===== src/sv/utf16_to_utf8_encoder_top_assert.svh =====
// Assertion macros for the UTF-16 to UTF-8 encoder.
// Each macro expects clk and rst in scope.
`ifndef UTF16_TO_UTF8_ENCODER_TOP_ASSERT_SVH
`define UTF16_TO_UTF8_ENCODER_TOP_ASSERT_SVH

// Same-cycle implication.
`define U16U8_ASSERT_IMP(lbl, ante, cons) \
  lbl: assert property (@(posedge clk) disable iff (rst) (ante) |-> (cons)) \
    else $error("u16u8 assertion failed");

// Next-cycle implication.
`define U16U8_ASSERT_NXT(lbl, ante, cons) \
  lbl: assert property (@(posedge clk) disable iff (rst) (ante) |=> (cons)) \
    else $error("u16u8 assertion failed");

`endif


===== src/sv/u16u8_pkg.sv =====
`timescale 1ns / 1ps
`default_nettype none

package u16u8_pkg;

  // Width of the running byte count.
  localparam int CNT_W = 16;
  localparam logic [CNT_W-1:0] CNT_MAX = '1;

  localparam int CFG_IDX_W = 1;
  localparam int CFG_DATA_W = 16;
  localparam logic [CFG_IDX_W-1:0] REG_OUT_LIMIT  = 1'd0;
  localparam logic [CFG_IDX_W-1:0] REG_COUNT_ONLY = 1'd1;

  localparam logic [15:0] UNIT_HI_FIRST = 16'hD800;
  localparam logic [15:0] UNIT_HI_LAST  = 16'hDBFF;
  localparam logic [15:0] UNIT_LO_FIRST = 16'hDC00;
  localparam logic [15:0] UNIT_LO_LAST  = 16'hDFFF;
  localparam logic [20:0] SUPP_BASE     = 21'h10000;

  typedef enum logic [1:0] {
    ST_OK       = 2'd0,
    ST_INVALID  = 2'd1,
    ST_OVERFLOW = 2'd2
  } status_t;

  typedef struct packed {
    logic [2:0]      len;
    logic [3:0][7:0] bytes;  // bytes[0] goes out first
  } utf8_seq_t;

  function automatic utf8_seq_t utf8_encode(input logic [20:0] cp);
    utf8_seq_t s;
    s.bytes = '0;
    if (cp < 21'h80) begin
      s.len = 3'd1;
      s.bytes[0] = cp[7:0];
    end else if (cp < 21'h800) begin
      s.len = 3'd2;
      s.bytes[0] = {3'b110, cp[10:6]};
      s.bytes[1] = {2'b10, cp[5:0]};
    end else if (cp < SUPP_BASE) begin
      s.len = 3'd3;
      s.bytes[0] = {4'b1110, cp[15:12]};
      s.bytes[1] = {2'b10, cp[11:6]};
      s.bytes[2] = {2'b10, cp[5:0]};
    end else begin
      s.len = 3'd4;
      s.bytes[0] = {5'b11110, cp[20:18]};
      s.bytes[1] = {2'b10, cp[17:12]};
      s.bytes[2] = {2'b10, cp[11:6]};
      s.bytes[3] = {2'b10, cp[5:0]};
    end
    return s;
  endfunction

endpackage

`default_nettype wire


===== src/sv/utf16_to_utf8_encoder_top.sv =====
// Channel   Dir  tdata                          tuser / tlast
// s_*       in   [15:0] code_unit             tuser: first_unit, tlast: last_unit
// m_*       out  [7:0] out_byte, [23:8] count tuser: byte_write, status, string_done
// cfg_*     in   write only: 0 out_limit, 1 count_only
//
// One result per cycle while m_tready is high. A request is decoded in the cycle it is accepted and
// gives 1 to 5 results (UTF-8 bytes, then a terminator or a status result),
// which hold the output register until the last of them has left; the next request
// is taken in the cycle the last result of the current one leaves.
// A stall on m_tready holds the output register.
`timescale 1ns / 1ps
`default_nettype none
`include "utf16_to_utf8_encoder_top_assert.svh"

module utf16_to_utf8_encoder_top (
  input  wire logic                              clk,
  input  wire logic                              rst,
  input  wire logic                              s_tvalid,
  output      logic                              s_tready,
  input  wire logic [15:0]                       s_tdata,   // [15:0] code_unit
  input  wire logic [0:0]                        s_tuser,   // [0] first_unit
  input  wire logic                              s_tlast,   // last_unit
  output      logic                              m_tvalid,
  input  wire logic                              m_tready,
  output      logic [23:0]                       m_tdata,   // [7:0] out_byte, [23:8] byte_count
  output      logic [3:0]                        m_tuser,   // [0] byte_write, [2:1] status,
                                                            // [3] string_done
  output      logic                              m_tlast,   // run_last
  input  wire logic                              cfg_wr_en,
  input  wire logic [u16u8_pkg::CFG_IDX_W-1:0]   cfg_index,
  input  wire logic [u16u8_pkg::CFG_DATA_W-1:0]  cfg_data
);
  import u16u8_pkg::*;

  // configuration
  logic [15:0]      out_limit;
  logic             count_only;

  // string state
  logic [9:0]       held_high;
  logic             high_pending;
  logic [CNT_W-1:0] bytes_so_far;
  status_t          error_code;

  // output register
  logic             o_valid;
  logic [2:0]       nb_left;
  logic             term;
  logic             stat;
  logic             str_last;
  status_t          err_out;
  logic [3:0][7:0]  obuf;
  logic [CNT_W-1:0] cnt_cur;
  logic [CNT_W-1:0] cnt_final;

  // decode of the incoming request
  logic [9:0]       held_high_next;
  logic             high_pending_next;
  logic [CNT_W-1:0] bytes_so_far_next;
  status_t          error_code_next;
  logic [2:0]       nb_next;
  logic             term_next;
  logic             stat_next;
  logic [CNT_W-1:0] cnt_first;
  utf8_seq_t        seq;

  logic run_last;
  logic accept;
  logic take;

  always_comb begin
    logic [20:0]      cp;
    logic             have;
    logic [CNT_W:0]   want;
    logic [CNT_W:0]   limit_ext;
    logic [CNT_W-1:0] base;

    held_high_next    = held_high;
    high_pending_next = high_pending;
    bytes_so_far_next = bytes_so_far;
    error_code_next   = error_code;
    cp                = '0;
    have              = 1'b0;
    nb_next           = 3'd0;
    term_next         = 1'b0;
    base              = '0;
    limit_ext         = (CNT_W+1)'(out_limit);

    if (s_tuser[0]) begin
      held_high_next    = '0;
      high_pending_next = 1'b0;
      bytes_so_far_next = '0;
      error_code_next   = ST_OK;
    end

    if (error_code_next == ST_OK) begin
      if (high_pending_next) begin
        high_pending_next = 1'b0;
        if (s_tdata >= UNIT_LO_FIRST && s_tdata <= UNIT_LO_LAST) begin
          cp   = {1'b0, held_high_next, s_tdata[9:0]} + SUPP_BASE;
          have = 1'b1;
        end else begin
          error_code_next = ST_INVALID;
        end
      end else if (s_tdata >= UNIT_HI_FIRST && s_tdata <= UNIT_HI_LAST) begin
        held_high_next    = s_tdata[9:0];
        high_pending_next = 1'b1;
      end else begin
        cp   = 21'(s_tdata);
        have = 1'b1;
      end
    end

    seq  = utf8_encode(cp);
    want = {1'b0, bytes_so_far_next} + (CNT_W+1)'(seq.len);

    if (have) begin
      if (count_only) begin
        if (want > {1'b0, CNT_MAX}) begin
          bytes_so_far_next = CNT_MAX;
          error_code_next   = ST_OVERFLOW;
        end else begin
          bytes_so_far_next = want[CNT_W-1:0];
        end
      end else if (want > limit_ext || want > {1'b0, CNT_MAX}) begin
        error_code_next = ST_OVERFLOW;
      end else begin
        nb_next           = seq.len;
        base              = bytes_so_far_next;
        bytes_so_far_next = want[CNT_W-1:0];
      end
    end

    if (s_tlast) begin
      if (error_code_next == ST_OK && high_pending_next) begin
        error_code_next = ST_INVALID;
      end
      high_pending_next = 1'b0;
      if (error_code_next == ST_OK && !count_only) begin
        if ({1'b0, bytes_so_far_next} >= limit_ext) begin
          error_code_next = ST_OVERFLOW;
        end else begin
          term_next = 1'b1;
        end
      end
    end

    // a status result follows when nothing went out or the error code is not OK
    stat_next = (nb_next == 3'd0 && !term_next) || (error_code_next != ST_OK);
    cnt_first = (nb_next != 3'd0) ? base + CNT_W'(1) : bytes_so_far_next;
  end

  // term and stat never both set, so only a lone final byte ends the run early
  assign run_last = (nb_left == 3'd0) || (nb_left == 3'd1 && !term && !stat);
  assign take     = o_valid && m_tready;
  assign s_tready = !o_valid || (m_tready && run_last);
  assign accept   = s_tvalid && s_tready;

  assign m_tvalid   = o_valid;
  assign m_tlast    = run_last;
  assign m_tdata    = {16'(cnt_cur), (nb_left != 3'd0) ? obuf[0] : 8'h00};
  assign m_tuser[0] = (nb_left != 3'd0) || term;
  assign m_tuser[2:1] = (nb_left == 3'd0 && stat) ? err_out : ST_OK;
  assign m_tuser[3] = run_last && str_last;

  always_ff @(posedge clk) begin
    if (rst) begin
      out_limit    <= 16'hFFFF;
      count_only   <= 1'b0;
      held_high    <= '0;
      high_pending <= 1'b0;
      bytes_so_far <= '0;
      error_code   <= ST_OK;
      o_valid      <= 1'b0;
      nb_left      <= 3'd0;
    end else begin
      if (cfg_wr_en) begin
        case (cfg_index)
          REG_OUT_LIMIT:  out_limit  <= cfg_data[15:0];
          REG_COUNT_ONLY: count_only <= cfg_data[0];
          default: ;
        endcase
      end
      if (accept) begin
        held_high    <= held_high_next;
        high_pending <= high_pending_next;
        bytes_so_far <= bytes_so_far_next;
        error_code   <= error_code_next;
        o_valid      <= 1'b1;
        nb_left      <= nb_next;
      end else if (take) begin
        if (run_last) begin
          o_valid <= 1'b0;
        end else begin
          nb_left <= nb_left - 3'd1;
        end
      end
    end
  end

  always_ff @(posedge clk) begin
    if (accept) begin
      obuf      <= seq.bytes;
      term      <= term_next;
      stat      <= stat_next;
      str_last  <= s_tlast;
      err_out   <= error_code_next;
      cnt_cur   <= cnt_first;
      cnt_final <= bytes_so_far_next;
    end else if (take && !run_last) begin
      obuf    <= {8'h00, obuf[3:1]};
      cnt_cur <= (nb_left > 3'd1) ? cnt_cur + CNT_W'(1) : cnt_final;
    end
  end

  `U16U8_ASSERT_IMP(a_status_ends_run, o_valid && !m_tuser[0], run_last)
  `U16U8_ASSERT_IMP(a_write_is_ok, o_valid && m_tuser[0], m_tuser[2:1] == ST_OK)
  `U16U8_ASSERT_IMP(a_no_take_mid_run, o_valid && !run_last, !s_tready)
  `U16U8_ASSERT_IMP(a_term_stat_excl, o_valid, !(term && stat))
  `U16U8_ASSERT_NXT(a_mid_run_holds, o_valid && !run_last, o_valid)

endmodule

`default_nettype wire


===== config.mk =====
export PLATFORM = sky130hd
export DESIGN_NAME = utf16_to_utf8_encoder_top
export DESIGN_NICKNAME = d
export VERILOG_FILES = /design/src/sv/u16u8_pkg.sv /design/src/sv/utf16_to_utf8_encoder_top.sv
export VERILOG_INCLUDE_DIRS = /design/src /design/src/sv
export SDC_FILE = /design/constraint.sdc
export NUM_CORES = 1
export LEC_CHECK = 0
export ABC_AREA = 1
export BUFFER_PORTS_ARGS = -buffer_cell sky130_fd_sc_hd__buf_4
export CAP_MARGIN = 10
export CORE_MARGIN = 2
export CORE_UTILIZATION = 40
export DETAILED_ROUTE_END_ITERATION = 12
export SYNTH_ARGS = -nofsm -noshare
export SYNTH_HDL_FRONTEND = slang
export SYNTH_SLANG_ARGS = --single-unit

===== constraint.sdc =====
create_clock -name clk -period 7.5 [get_ports clk]
set_input_delay 2.25 -clock clk [delete_from_list [all_inputs] [get_ports clk]]
set_output_delay 2.25 -clock clk [all_outputs]
set_load 0.01 [all_outputs]

==> flow_metrics.env <==
export IMPL_required_ns=7.67
export IMPL_cts_buffers=17
export IMPL_max_slew_margin_rel=0.299
export IMPL_cp_slowest_cell="ha_4"
export IMPL_worstMarginPinSlew_ns=1.05
export IMPL_dr_total_vias=8636
export IMPL_clk_insertion_delay_late_ns=0.44
export IMPL_die_y_um=145
export IMPL_status="finished, violations left"
export IMPL_cp_end_kind="flip-flop"
export IMPL_power_leakage_nw=5.73
export IMPL_yosysUniqueCellTypes=60
export IMPL_avgSynthCellArea_um2=7.43
export IMPL_clock_tree_root_cell="clkbuf_16"
export IMPL_path_clk_slew_ns=0.06
export IMPL_wl_per_cell_um=17.2
export IMPL_path_class="in2reg"
export IMPL_core_area_um2=19500
export IMPL_initial_core_util=0.409
export IMPL_rsz0062_at_grt="true"
export IMPL_final_antenna_net_count=0
export IMPL_setup_tns_ns=-0.848
export IMPL_htreeDepth=4
export IMPL_fin_ws_ns=-0.241
export IMPL_crit_arrival_ns=7.91
export IMPL_grtUsageMet1=0.392
export IMPL_place_congestion=0.961
export IMPL_rows=51
export IMPL_dp_hpwl_um=19600
export IMPL_first_iter_violations=750
export IMPL_port_buffers=70
export IMPL_vias_per_cell=5.23
export IMPL_placedCellCount=1525
export IMPL_hold_depth=2
export IMPL_slew_viol_final=0
export IMPL_synth_area_um2=7990
export IMPL_async_flop_share=0
export IMPL_groute_usage_overall=0.269
export IMPL_r2r_end="stat$_DFFE_PP_"
export IMPL_period_share=1.03
export IMPL_ir_drop_mv=0.174
export IMPL_maxCapViolCount=0
export IMPL_start_kind="input pin"
export IMPL_r2r_start="held_high[6]$_SDFFE_PP0P_"
export IMPL_grt_max_degree=68
export IMPL_drtPass1Iterations=6
export IMPL_period_needed_ns=7.74
export IMPL_fin_worst_skew_ns=0.0135
export IMPL_path_buf_inv=10
export IMPL_synth_seq_cells=116
export IMPL_reg2reg_slack_ns=1.16
export IMPL_worstHoldStart="bytes_so_far[15]$_SDFFE_PP0P_"
export IMPL_io_pin_count=71
export IMPL_regArea_um2=2980
export IMPL_synthFlopType="edfxtp_1"
export IMPL_hp_class="reg2reg"
export IMPL_slowest_delay_ns=0.29
export IMPL_die_area_um2=21100
export IMPL_finalNonFillerCells=1651
export IMPL_r2r_cells=45
export IMPL_grt_overflow_total=0
export IMPL_use_met2=0.407
export IMPL_postLayoutCellArea_um2=11900
export IMPL_nFillCells=1721
export IMPL_violations="setup timing"
export IMPL_busiest_layer="met2"
export IMPL_drt_wl_total_um=28400
export IMPL_crit_top_cell="inv_2"
export IMPL_grt_pass1_vias=8188
export IMPL_startpoint="s_tuser"
export IMPL_crit_fanout=7
export IMPL_multi_input_area_um2=4940
export IMPL_cts_hold_buf=0
export IMPL_finalSetupViolCount=4
export IMPL_clock_sinks=116
export IMPL_ys_seq_area_frac=0.373
export IMPL_synth_warnings=0
export IMPL_grt_pass1_wl_um=44900
export IMPL_drive_gt1_frac=0.387
export IMPL_synth_fp_nets=1157
export IMPL_final_nets=1455
export IMPL_fin_util=0.611
export IMPL_dpl_cell_area_um2=9960
export IMPL_antenna_found_initial=0
export IMPL_cts_path_max_buffers=2
export IMPL_cts_tree="built"
export IMPL_gr_usage_met3=0.0480
export IMPL_p_per_area_nw_per_um2=203
export IMPL_synth_edf_count=66
export IMPL_holdPathEnd="bytes_so_far[15]$_SDFFE_PP0P_"
export IMPL_dieWidth_um=145
export IMPL_drcViolationCount=0
export IMPL_max_freq_ghz=0.129
export IMPL_area_growth_syn_to_layout_pct=49.3
export IMPL_cp_top_family="simple AND/OR/NAND/NOR gates"
export IMPL_hold_viol=0
export IMPL_antenna_cells=0
export IMPL_synth_cells=1075
-- routing by layer --
metal | part of all wire | vias to the layer above | wire, µm
met2 | 0.44 | 370 | 12600
met5 | 0 | - | 0
met3 | 0.064 | 59 | 1810
li1 | - | 4188 | -
met1 | 0.47 | 4019 | 13300
met4 | 0.026 | 0 | 733
-- power breakdown --
group	internal (mW)	switching [mW]
clock network	0.497	0.346
registers	0.773	0.0466
logic	0.327	0.431
-- sequential cells by signal (all words and copies together) (netlist names) --
register / flops
obuf: 29
bytes_so_far: 16
cnt_cur: 16
cnt_final: 16
out_limit: 16
held_high: 10
nb_left: 3
err_out: 2
error_code: 2
count_only: 1
high_pending: 1
m_tvalid: 1
stat: 1
str_last: 1
term: 1
-- worst max-delay path by stage --
| stage | endpoint | slack [ns] | depth (start not counted) |
|---|---|---|---|
| global placement | stat$_DFFE_PP_ | -0.94 | 49 |
| detailed placement | stat$_DFFE_PP_ | -0.95 | 51 |
| global route | stat$_DFFE_PP_ | -0.48 | 47 |
| CTS | error_code[1]$_SDFFE_PP0P_ | -0.02 | 46 |
| floorplan | stat$_DFFE_PP_ | -0.21 | 49 |
| finish | stat$_DFFE_PP_ | -0.24 | 45 |
-- placed cells by master (no fill, tap or decap), drive strengths merged, types with 2 or more instances in the layout --
cell type / count
nor3: 7
or2: 4
o221ai: 2
o211ai: 34
buf: 312
clkinv: 8
a31oi: 8
nand3: 83
nand4: 21
clkbuf: 17
ha: 41
edfxtp: 66
nand3b: 3
a21oi: 49
dfxtp: 50
nand2: 246
o21bai: 2
bufinv: 2
nor3b: 4
nor2: 112
xnor2: 3
o311ai: 2
nor4: 3
o21ai: 83
inv: 175
o31ai: 4
xor2: 22
a22oi: 4
o22ai: 8
clkinvlp: 2
-- layout make-up --
class | count | share of cell area
timing repair inverter | 1 | 0.000734
inverter | 171 | 0.0559
timing repair buffer | 312 | 0.202
multi-input combinational | 754 | 0.414
tap | 265 | 0.0278
sequential | 116 | 0.250
clock inverter | 15 | 0.0143
clock buffer | 17 | 0.0357
-- worst min-delay path: stages (launching register included) --
cell	delay [ns]
dfxtp_1	0.33
nand2_1	0.07
a21oi_1	0.05
-- metrics by stage --
| step | hold WS (ns) | total power [mW] | setup slack (ns) |
|---|---|---|---|
| 2_1_floorplan | 0.439 | 1.18 | -0.212 |
| 3_3_place_gp | 0.468 | 1.47 | -0.943 |
| 3_5_place_dp | 0.476 | 1.48 | -0.945 |
| 4_1_cts | 0.485 | 2.37 | -0.0173 |
| 5_1_grt | 0.520 | 2.54 | -0.483 |
| 6_report | 0.492 | 2.42 | -0.241 |
-- logic make-up (layout without fill, tap and decap cells) --
kind of cell	count (synthesis)	count (layout)	share of synthesized area
flops	116	116	0.373
fa+ha+maj	42	42	0.0667
compound gates	203	203	0.154
buf+inv	205	516	0.103
xor+xnor	25	25	0.0274
simple gates	484	484	0.276
-- Yosys cell counts, drive strengths merged, types with 3 or more instances --
cell / number / share of area
nand2: 246 / 0.12
inv: 169 / 0.081
nor2: 112 / 0.062
nand3: 83 / 0.055
o21ai: 83 / 0.054
edfxtp: 66 / 0.25
dfxtp: 50 / 0.13
a21oi: 49 / 0.032
ha: 41 / 0.064
o211ai: 34 / 0.032
xor2: 22 / 0.024
nand4: 21 / 0.016
clkbuf: 20 / 0.0094
buf: 14 / 0.012
a31oi: 8 / 0.0063
o22ai: 8 / 0.0070
nor3: 7 / 0.0056
a22oi: 4 / 0.0050
nor3b: 4 / 0.0038
o31ai: 4 / 0.0044
or2: 4 / 0.0031
nand3b: 3 / 0.0044
nor4: 3 / 0.0023
xnor2: 3 / 0.0033
-- repair_timing --
item,CTS,global route
pin swaps,66,68
cloned,1,0
gates resized for setup,75,75
buffers inserted,87,16
endpoints found under the setup margin,9,18
No activity file was read; power rests on OpenSTA's default activity.
